[config.mk]
export PLATFORM = sky130hd
export DESIGN_NAME = multi_channel_interval_timer_flat
export DESIGN_NICKNAME = d
export VERILOG_FILES = /design/src/rtl/mcit_pkg.sv /design/src/rtl/mcit_in_if.sv /design/src/rtl/mcit_out_if.sv /design/src/rtl/multi_channel_interval_timer.sv /design/src/rtl/mcit_ctrl.sv /design/src/rtl/mcit_dp.sv /design/src/flat_wrapper.sv
export VERILOG_INCLUDE_DIRS = /design/src /design/src/rtl
export SDC_FILE = /design/constraint.sdc
export NUM_CORES = 2
export LEC_CHECK = 0
export CORE_MARGIN = 3
export CORE_UTILIZATION = 30
export DETAILED_ROUTE_END_ITERATION = 8
export DONT_BUFFER_PORTS = 1
export GPL_ROUTABILITY_DRIVEN = 0
export SYNTH_ARGS = -nofsm -noshare
export SYNTH_HDL_FRONTEND = slang
export SYNTH_SLANG_ARGS = --single-unit
export TNS_END_PERCENT = 100
[constraint.sdc]
create_clock -name clk -period 11.8 [get_ports clk]
set_clock_uncertainty 0.2 [all_clocks]
set_input_delay 0.59 -clock clk [delete_from_list [all_inputs] [get_ports clk]]
set_output_delay 0.59 -clock clk [all_outputs]
set_load 0.02 [all_outputs]
[src/rtl/assert_macros.svh]
// Assertion macros shared by the timer RTL.
`ifndef ASSERT_MACROS_SVH
`define ASSERT_MACROS_SVH
`ifndef SYNTHESIS
`define ASSERT_CLK(lbl, clk, rst_n, prop) \
	lbl: assert property (@(posedge clk) disable iff (!rst_n) prop) \
	else $error("assertion failed");
`define ASSERT_NEVER(lbl, clk, rst_n, expr) \
	lbl: assert property (@(posedge clk) disable iff (!rst_n) !(expr)) \
	else $error("forbidden condition");
`else
`define ASSERT_CLK(lbl, clk, rst_n, prop)
`define ASSERT_NEVER(lbl, clk, rst_n, expr)
`endif
`endif

[src/rtl/mcit_pkg.sv]
// Package: types, codes and constants of the interval timer.
`default_nettype none
package mcit_pkg;
	localparam int CHANNELS_DEF    = 8;
	localparam int COUNT_WIDTH_DEF = 32;
	localparam int OP_W   = 3;
	localparam int CH_W   = 8;
	localparam int VAL_W  = 32;
	localparam int READ_W = 32;
	localparam int MASK_W = 8;
	localparam int CFG_IDX_W  = 1;
	localparam int CFG_DATA_W = 8;

	typedef enum logic [OP_W-1:0] {
		OP_TICK     = 3'd0,
		OP_START    = 3'd1,
		OP_STOP     = 3'd2,
		OP_RD_ELAP  = 3'd3,
		OP_RD_REM   = 3'd4,
		OP_INIT     = 3'd5,
		OP_DEINIT   = 3'd6
	} op_t;

	localparam logic [CFG_IDX_W-1:0] REG_CONTINUOUS = 1'd0;
	localparam logic [CFG_IDX_W-1:0] REG_NOTIFY     = 1'd1;

	typedef struct packed {
		logic load;
		logic clear;
		logic tick;
		logic start;
		logic stop;
		logic rd_elap;
		logic rd_rem;
		logic ignore;
	} cmd_t;

	typedef struct packed {
		logic ch_valid;
	} status_t;
endpackage
`default_nettype wire

[src/rtl/mcit_in_if.sv]
// Input channel interface: operation transactions.
`default_nettype none
interface mcit_in_if import mcit_pkg::*; ();
	logic              valid;
	logic              ready;
	logic [OP_W-1:0]   opcode;
	logic [CH_W-1:0]   channel;
	logic [VAL_W-1:0]  value;
	modport source (output valid, output opcode, output channel, output value, input ready);
	modport sink   (input valid, input opcode, input channel, input value, output ready);
endinterface
`default_nettype wire

[src/rtl/mcit_out_if.sv]
// Output channel interface: result transactions.
`default_nettype none
interface mcit_out_if import mcit_pkg::*; ();
	logic              valid;
	logic              ready;
	logic [READ_W-1:0] read_value;
	logic [MASK_W-1:0] fired_mask;
	logic              ignored;
	modport source (output valid, output read_value, output fired_mask, output ignored,
		input ready);
	modport sink   (input valid, input read_value, input fired_mask, input ignored,
		output ready);
endinterface
`default_nettype wire

[src/rtl/multi_channel_interval_timer.sv]
// Top level: bank of interval timer channels with operation and result channels.
// Each operation transaction (tick, start, stop, read elapsed, read remaining, init,
// deinit) is decoded and executed in the cycle it is accepted, and its one result
// lands in an output register; the block takes one transaction per cycle while that
// register is empty or being drained, so ready drops only when a result waits and
// the sink stalls. A tick advances all running channels at once through one incrementer
// and comparator per channel. The mode and notify registers are written through the
// plain write port and take effect on the next tick. Before init, every operation
// other than init and deinit is flagged as ignored, as is any start, stop or read on
// a channel at or above CHANNELS.
`default_nettype none
module multi_channel_interval_timer import mcit_pkg::*; #(
	parameter int CHANNELS    = CHANNELS_DEF,
	parameter int COUNT_WIDTH = COUNT_WIDTH_DEF
) (
	input  wire logic                  clk,
	input  wire logic                  arst_n,
	mcit_in_if.sink                    in_ch,
	mcit_out_if.source                 out_ch,
	input  wire logic                  cfg_we,
	input  wire logic [CFG_IDX_W-1:0]  cfg_idx,
	input  wire logic [CFG_DATA_W-1:0] cfg_wdata
);
	cmd_t    cmd;
	status_t status;

	mcit_ctrl u_ctrl (
		.clk       (clk),
		.arst_n    (arst_n),
		.in_valid  (in_ch.valid),
		.in_ready  (in_ch.ready),
		.opcode    (in_ch.opcode),
		.out_valid (out_ch.valid),
		.out_ready (out_ch.ready),
		.status    (status),
		.cmd       (cmd)
	);

	mcit_dp #(
		.CHANNELS    (CHANNELS),
		.COUNT_WIDTH (COUNT_WIDTH)
	) u_dp (
		.clk        (clk),
		.arst_n     (arst_n),
		.cmd        (cmd),
		.status     (status),
		.channel    (in_ch.channel),
		.value      (in_ch.value),
		.cfg_we     (cfg_we),
		.cfg_idx    (cfg_idx),
		.cfg_wdata  (cfg_wdata),
		.read_value (out_ch.read_value),
		.fired_mask (out_ch.fired_mask),
		.ignored    (out_ch.ignored)
	);
endmodule
`default_nettype wire

[src/rtl/mcit_ctrl.sv]
// Controller: handshake, enable state and operation decode.
`default_nettype none
`include "assert_macros.svh"
module mcit_ctrl import mcit_pkg::*; (
	input  wire logic            clk,
	input  wire logic            arst_n,
	input  wire logic            in_valid,
	output logic                 in_ready,
	input  wire logic [OP_W-1:0] opcode,
	output logic                 out_valid,
	input  wire logic            out_ready,
	input  wire status_t         status,
	output cmd_t                 cmd
);
	typedef enum logic {ST_EMPTY, ST_FULL} state_t;

	state_t state_q;
	logic   enabled_q;
	logic   accept;

	assign out_valid = (state_q == ST_FULL);
	assign in_ready  = (state_q == ST_EMPTY) || out_ready;
	assign accept    = in_valid && in_ready;

	always_comb begin
		cmd      = '0;
		cmd.load = accept;
		if (accept) begin
			unique case (opcode)
				OP_INIT, OP_DEINIT: cmd.clear = 1'b1;
				OP_TICK: begin
					cmd.tick   = enabled_q;
					cmd.ignore = !enabled_q;
				end
				OP_START, OP_STOP, OP_RD_ELAP, OP_RD_REM: begin
					if (!enabled_q || !status.ch_valid) begin
						cmd.ignore = 1'b1;
					end else begin
						cmd.start   = (opcode == OP_START);
						cmd.stop    = (opcode == OP_STOP);
						cmd.rd_elap = (opcode == OP_RD_ELAP);
						cmd.rd_rem  = (opcode == OP_RD_REM);
					end
				end
				default: cmd.ignore = 1'b1;
			endcase
		end
	end

	always_ff @(posedge clk or negedge arst_n) begin
		if (!arst_n) begin
			state_q   <= ST_EMPTY;
			enabled_q <= 1'b0;
		end else begin
			if (accept) begin
				state_q <= ST_FULL;
			end else if (out_ready) begin
				state_q <= ST_EMPTY;
			end
			if (accept && opcode == OP_INIT) begin
				enabled_q <= 1'b1;
			end else if (accept && opcode == OP_DEINIT) begin
				enabled_q <= 1'b0;
			end
		end
	end

	`ASSERT_CLK(a_accept_fills, clk, arst_n, accept |=> out_valid)
	`ASSERT_CLK(a_deinit_disables, clk, arst_n, (accept && opcode == OP_DEINIT) |=> !enabled_q)
	`ASSERT_NEVER(a_cmd_exclusive, clk, arst_n,
		!$onehot0({cmd.clear, cmd.tick, cmd.start, cmd.stop, cmd.rd_elap, cmd.rd_rem, cmd.ignore}))
endmodule
`default_nettype wire

[src/rtl/mcit_dp.sv]
// Datapath: channel counters, mode registers and result register.
`default_nettype none
`include "assert_macros.svh"
module mcit_dp import mcit_pkg::*; #(
	parameter int CHANNELS    = CHANNELS_DEF,
	parameter int COUNT_WIDTH = COUNT_WIDTH_DEF
) (
	input  wire logic                  clk,
	input  wire logic                  arst_n,
	input  wire cmd_t                  cmd,
	output status_t                    status,
	input  wire logic [CH_W-1:0]       channel,
	input  wire logic [VAL_W-1:0]      value,
	input  wire logic                  cfg_we,
	input  wire logic [CFG_IDX_W-1:0]  cfg_idx,
	input  wire logic [CFG_DATA_W-1:0] cfg_wdata,
	output logic [READ_W-1:0]          read_value,
	output logic [MASK_W-1:0]          fired_mask,
	output logic                       ignored
);
	localparam int IDX_W = (CHANNELS > 1) ? $clog2(CHANNELS) : 1;

	logic [COUNT_WIDTH-1:0] target_q  [CHANNELS];
	logic [COUNT_WIDTH-1:0] elapsed_q [CHANNELS];
	logic [COUNT_WIDTH-1:0] inc       [CHANNELS];
	logic [CHANNELS-1:0]    running_q;
	logic [CHANNELS-1:0]    expire;
	logic [CHANNELS-1:0]    cont_bit;
	logic [CHANNELS-1:0]    notify_bit;
	logic [MASK_W-1:0]      cont_q;
	logic [MASK_W-1:0]      notify_q;
	logic [MASK_W-1:0]      fired_d;
	logic [IDX_W-1:0]       idx;
	logic [COUNT_WIDTH-1:0] sel_el;
	logic [COUNT_WIDTH-1:0] sel_tg;
	logic [COUNT_WIDTH-1:0] remain;
	logic [READ_W-1:0]      read_d;
	logic [READ_W-1:0]      read_value_q;
	logic [MASK_W-1:0]      fired_q;
	logic                   ignored_q;

	assign status.ch_valid = int'(channel) < CHANNELS;
	assign idx = channel[IDX_W-1:0];

	for (genvar c = 0; c < CHANNELS; c++) begin : g_ch
		assign inc[c]    = elapsed_q[c] + COUNT_WIDTH'(1);
		assign expire[c] = running_q[c] && (inc[c] >= target_q[c]);
		if (c < MASK_W) begin : g_mode
			assign cont_bit[c]   = cont_q[c];
			assign notify_bit[c] = notify_q[c];
		end else begin : g_nomode
			assign cont_bit[c]   = 1'b0;
			assign notify_bit[c] = 1'b0;
		end
	end

	for (genvar m = 0; m < MASK_W; m++) begin : g_fired
		if (m < CHANNELS) begin : g_on
			assign fired_d[m] = expire[m] && notify_bit[m];
		end else begin : g_off
			assign fired_d[m] = 1'b0;
		end
	end

	always_ff @(posedge clk or negedge arst_n) begin
		if (!arst_n) begin
			cont_q   <= '0;
			notify_q <= '0;
		end else if (cfg_we) begin
			unique case (cfg_idx)
				REG_CONTINUOUS: cont_q   <= cfg_wdata;
				REG_NOTIFY:     notify_q <= cfg_wdata;
				default:        ;
			endcase
		end
	end

	always_ff @(posedge clk or negedge arst_n) begin
		if (!arst_n) begin
			running_q <= '0;
		end else begin
			for (int c = 0; c < CHANNELS; c++) begin
				priority if (cmd.clear) begin
					running_q[c] <= 1'b0;
				end else if (cmd.start && idx == IDX_W'(c)) begin
					running_q[c] <= 1'b1;
				end else if (cmd.stop && idx == IDX_W'(c)) begin
					running_q[c] <= 1'b0;
				end else if (cmd.tick && expire[c] && !cont_bit[c]) begin
					running_q[c] <= 1'b0;
				end else begin
					running_q[c] <= running_q[c];
				end
			end
		end
	end

	always_ff @(posedge clk or negedge arst_n) begin
		if (!arst_n) begin
			for (int c = 0; c < CHANNELS; c++) begin
				target_q[c]  <= '0;
				elapsed_q[c] <= '0;
			end
		end else begin
			for (int c = 0; c < CHANNELS; c++) begin
				priority if (cmd.clear) begin
					target_q[c]  <= '0;
					elapsed_q[c] <= '0;
				end else if (cmd.start && idx == IDX_W'(c)) begin
					target_q[c]  <= COUNT_WIDTH'(value);
					elapsed_q[c] <= '0;
				end else if (cmd.tick && running_q[c]) begin
					elapsed_q[c] <= (expire[c] && cont_bit[c]) ? '0 : inc[c];
				end else begin
					elapsed_q[c] <= elapsed_q[c];
				end
			end
		end
	end

	assign sel_el = elapsed_q[idx];
	assign sel_tg = target_q[idx];
	assign remain = (running_q[idx] && sel_el < sel_tg) ? sel_tg - sel_el : '0;

	always_comb begin
		priority if (cmd.rd_elap) begin
			read_d = READ_W'(sel_el);
		end else if (cmd.rd_rem) begin
			read_d = READ_W'(remain);
		end else begin
			read_d = '0;
		end
	end

	always_ff @(posedge clk) begin
		if (cmd.load) begin
			read_value_q <= read_d;
			fired_q      <= cmd.tick ? fired_d : '0;
			ignored_q    <= cmd.ignore;
		end
	end

	assign read_value = read_value_q;
	assign fired_mask = fired_q;
	assign ignored    = ignored_q;

	`ASSERT_CLK(a_clear_stops_all, clk, arst_n, cmd.clear |=> running_q == '0)
	`ASSERT_CLK(a_ignored_is_quiet, clk, arst_n,
		(cmd.load && cmd.ignore) |=> (fired_q == '0 && read_value_q == '0))
endmodule
`default_nettype wire

[src/flat_wrapper.sv]
// flat-port wrapper written by rule: the top's interface ports become plain ports
module multi_channel_interval_timer_flat import mcit_pkg::*;
#(
	parameter int CHANNELS    = CHANNELS_DEF,
	parameter int COUNT_WIDTH = COUNT_WIDTH_DEF
)
  (clk, arst_n, cfg_we, cfg_idx, cfg_wdata, in_ch_valid, in_ch_opcode, in_ch_channel, in_ch_value, in_ch_ready, out_ch_valid, out_ch_read_value, out_ch_fired_mask, out_ch_ignored, out_ch_ready);
  mcit_in_if in_ch_i ();
  mcit_out_if out_ch_i ();
  input  wire logic clk;
  input  wire logic arst_n;
  input  wire logic cfg_we;
  input  wire logic [CFG_IDX_W-1:0] cfg_idx;
  input  wire logic [CFG_DATA_W-1:0] cfg_wdata;
  input wire logic [$bits(in_ch_i.valid)-1:0] in_ch_valid;
  input wire logic [$bits(in_ch_i.opcode)-1:0] in_ch_opcode;
  input wire logic [$bits(in_ch_i.channel)-1:0] in_ch_channel;
  input wire logic [$bits(in_ch_i.value)-1:0] in_ch_value;
  output wire logic [$bits(in_ch_i.ready)-1:0] in_ch_ready;
  output wire logic [$bits(out_ch_i.valid)-1:0] out_ch_valid;
  output wire logic [$bits(out_ch_i.read_value)-1:0] out_ch_read_value;
  output wire logic [$bits(out_ch_i.fired_mask)-1:0] out_ch_fired_mask;
  output wire logic [$bits(out_ch_i.ignored)-1:0] out_ch_ignored;
  input wire logic [$bits(out_ch_i.ready)-1:0] out_ch_ready;
  assign in_ch_i.valid = in_ch_valid;
  assign in_ch_i.opcode = in_ch_opcode;
  assign in_ch_i.channel = in_ch_channel;
  assign in_ch_i.value = in_ch_value;
  assign in_ch_ready = in_ch_i.ready;
  assign out_ch_valid = out_ch_i.valid;
  assign out_ch_read_value = out_ch_i.read_value;
  assign out_ch_fired_mask = out_ch_i.fired_mask;
  assign out_ch_ignored = out_ch_i.ignored;
  assign out_ch_i.ready = out_ch_ready;
  multi_channel_interval_timer #(.CHANNELS(CHANNELS), .COUNT_WIDTH(COUNT_WIDTH)) u_core (.clk(clk), .arst_n(arst_n), .in_ch(in_ch_i), .out_ch(out_ch_i), .cfg_we(cfg_we), .cfg_idx(cfg_idx), .cfg_wdata(cfg_wdata));
endmodule
==> impl_metrics.sql <==
INSERT INTO impl_metrics (metric_group, metric, value, unit) VALUES
('layout', 'areaGrowthSynthToFinish', '9.55', '%'),
('floorplanning', 'core.rowCount', '134', ''),
('synth', 'synth_largest_area_cell', 'dfrtp_1', ''),
('clocking', 'tritoncts', 'yes', ''),
('sta', 'timing.final.hold_violations', '538', ''),
('worst_hold_path', 'hold_path_class', 'input pin to asynchronous set/reset pin', ''),
('sta', 'maxClockFrequency', '157', 'MHz'),
('layout', 'finish.cell_count_without_fillers', '6060', ''),
('placed_design', 'dp_worst_setup_slack', '5.72', 'ns'),
('critical_path', 'critical-path-top-cell-by-count', 'nand2_1', ''),
('placed_design', 'buffer_ports.inserted', '0', ''),
('run_status', 'violations', 'negative hold slack', ''),
('grt', 'first_global_vias', '31600', ''),
('critical_path', 'worst_setup_path_start_kind', 'flip-flop', ''),
('grt', 'grt_start_max_net_pins', '539', ''),
('grt', 'grtUsageMet2', '28.8', '%'),
('synth', 'number_of_enable_flip_flop_cells_after_synthesis', '41', ''),
('routing', 'detailroute.via_count', '34300', ''),
('synth', 'synth.area.top_cells', 'dfrtp_1 33%, ha_1 9.1%, mux4_2 7.2%', ''),
('floorplanning', 'std_cell_core_area', '134000', 'um^2'),
('critical_path', 'worst-r2r-setup-slack', '5.43', 'ns'),
('clocking', 'cts_hold_buf', '43', ''),
('sta', 'setup_repair_after_global_routing_missed_its_margin', 'no', ''),
('synth', 'postSynth.asyncResetShare', '92.9', '%'),
('grt', 'grt.met1_usage', '28.1', '%'),
('routing', 'avgViaCountPerCell', '5.66', ''),
('layout', 'nets', '4583', ''),
('clocking', 'cts.reportedPaths.clkPinSlew', '0.06', 'ns'),
('placed_design', 'dpl.cell_count', '5883', ''),
('routing', 'routed_wl', '141000', 'um'),
('routing', 'ant_nets', '0', ''),
('critical_path', 'cp_top_family', 'simple AND/OR/NAND/NOR gates', ''),
('grt', 'antenna_found_initial', '17', ''),
('floorplanning', 'die_y', '374', 'um'),
('layout', 'drive_above_1_share', '8.92', '%'),
('routing', 'detailedRoute.firstPassIterationCount', '6', ''),
('clocking', 'root_buffer', 'clkbuf_16', ''),
('critical_path', 'cp-end-kind', 'flip-flop', ''),
('routing', 'detail_route.iter0.violations', '4284', ''),
('grt', 'grt_use_total', '19.6', '%'),
('clocking', 'ctsHtreeMaxLevel', '3', ''),
('grt', 'global_route_wire_length_before_repair', '209000', 'um'),
('synth', 'mappedNetlistNets', '4742', ''),
('sta', 'period_minus_slack', '6.37', 'ns'),
('clocking', 'worstSkewPairLatency', '0.64', 'ns'),
('clocking', 'cts_resized', '0', ''),
('sta', 'tns', '0', 'ns'),
('clocking', 'total_number_of_clock_tree_sinks', '579', ''),
('routing', 'detail_route.drc_violations', '0', ''),
('clocking', 'numCtsBuffers', '69', ''),
('critical_path', 'cp_max_fo', '61', ''),
('clocking', 'clk_path_buf_depth', '3', ''),
('critical_path', 'cp.required', '12.13', 'ns'),
('sta', 'final-max-slew-violation-count', '0', ''),
('sta', 'fraction_of_the_cycle_the_final_worst_path_needs', '54.0', '%'),
('placed_design', 'place.detailed.hpwl', '103000', 'um'),
('floorplanning', 'die_width', '374', 'um'),
('pwr', 'power.density', '110', 'nW/um^2'),
('critical_path', 'timing.setup.critical_path_class', 'flip-flop to flip-flop', ''),
('grt', 'busiest_layer', 'met2', ''),
('synth', 'synthDominantCellAreaShare', '33.1', '%'),
('run_status', 'run_status', 'finished, violations left', ''),
('critical_path', 'critPathMaxStageDelay', '1.08', 'ns'),
('pwr', 'power.static_leakage', '19.7', 'nW'),
('floorplanning', 'dieArea', '140000', 'um^2'),
('sta', 'final.hold.worst_slack', '-0.505', 'ns'),
('synth', 'ys_seq_area_share', '36.1', '%'),
('synth', 'ff_latch_count_synth', '579', ''),
('sta', 'tightest_slew', '1.35', 'ns'),
('synth', 'synth_flop_cell', 'dfrtp_1', ''),
('synth', 'synth.lib_cells_used.distinct', '74', '');
-- registers in the layout (all words and copies together), names as in the netlist --
signal                   count
u_core.u_dp.cont_bit         8
u_core.u_dp.running_q        8
u_core.u_dp.target_q       256
u_core.u_ctrl.enabled_q      1
u_core.u_ctrl.out_valid      1
u_core.u_dp.notify_bit       8
u_core.u_dp.elapsed_q      256
u_core.u_dp.fired_mask       8
u_core.u_dp.read_value      32
u_core.u_dp.ignored          1
-- stage by stage --
stage | power (mW) | instance area [um^2] | util, %
after CTS | 4.92 | 44600 | 33.2
after global placement | 2.66 | 41800 | 31.2
after detailed placement | 2.67 | 41800 | 31.2
final | 4.91 | 44600 | 33.2
after floorplan | 2.53 | 40700 | -
after global routing | 5.06 | 44600 | 33.2
-- final timing paths --
path | startpoint | to | depth (start not counted)
setup / recovery | u_core.u_dp.elapsed_q[192] | u_core.u_dp.elapsed_q[203] | 18
hold / removal | arst_n | u_core.u_dp.elapsed_q[154] | 0
setup reg to reg | u_core.u_dp.elapsed_q[192] | u_core.u_dp.elapsed_q[203] | 18
hold reg to reg | u_core.u_dp.notify_bit[2] | u_core.u_dp.notify_bit[2] | 1
max in group asynchronous | arst_n | u_core.u_dp.elapsed_q[108] | 0
min in group clk | in_ch_channel[2] | u_core.u_dp.running_q[5] | 2
-- synthesized netlist by cell type, drive strengths merged (34+ instances only) --
| cell | count |
|---|---|
| a22o | 34 |
| o21ai | 143 |
| inv | 329 |
| nor2 | 171 |
| mux2i | 50 |
| and3 | 86 |
| nand4 | 78 |
| a31oi | 180 |
| nand2b | 51 |
| edfxtp | 41 |
| dfrtp | 538 |
| clkbuf | 183 |
| and2 | 34 |
| xnor2 | 149 |
| o31ai | 253 |
| buf | 121 |
| nand3 | 189 |
| ha | 296 |
| mux4 | 130 |
| xor2 | 97 |
| mux2 | 52 |
| nor3 | 43 |
| a21oi | 199 |
| a21o | 107 |
| nand2 | 561 |
-- report_power, final --
| part | switching [mW] | total, mW | internal [mW] |
|---|---|---|---|
| registers | 0.0444 | 2.09 | 2.05 |
| clock network | 0.945 | 2.22 | 1.27 |
| logic | 0.387 | 0.601 | 0.214 |
| total | 1.38 | 4.91 | 3.54 |
-- cell type report --
type	instances	area [um^2]
Clock inverter	25	248
Fill cell	13700	89500
Antenna cell	8	20.0
Tap cell	1768	2210
Sequential cell	579	14700
Multi-Input combinational cell	3176	23500
Timing Repair Buffer	74	663
Clock buffer	101	2040
Inverter	329	1230
-- layer usage --
layer,vias up,share of wire [%],routed length [um]
met2,1468,43,60400
li1,15700,-,-
met1,17000,44,62700
met3,229,8.9,12600
met4,6,3.9,5550
met5,-,0.028,39
-- cells by family after synthesis --
family / synth area share (%)
XOR/XNOR: 5.29
flip-flops: 36.1
multiplexers: 9.86
AO/OA/AOI/OAI: 17.8
adder cells (fa/ha/maj): 9.15
buffers and inverters: 6.43
AND/OR/NAND/NOR: 15.4
(Power assumes the default switching activity.)
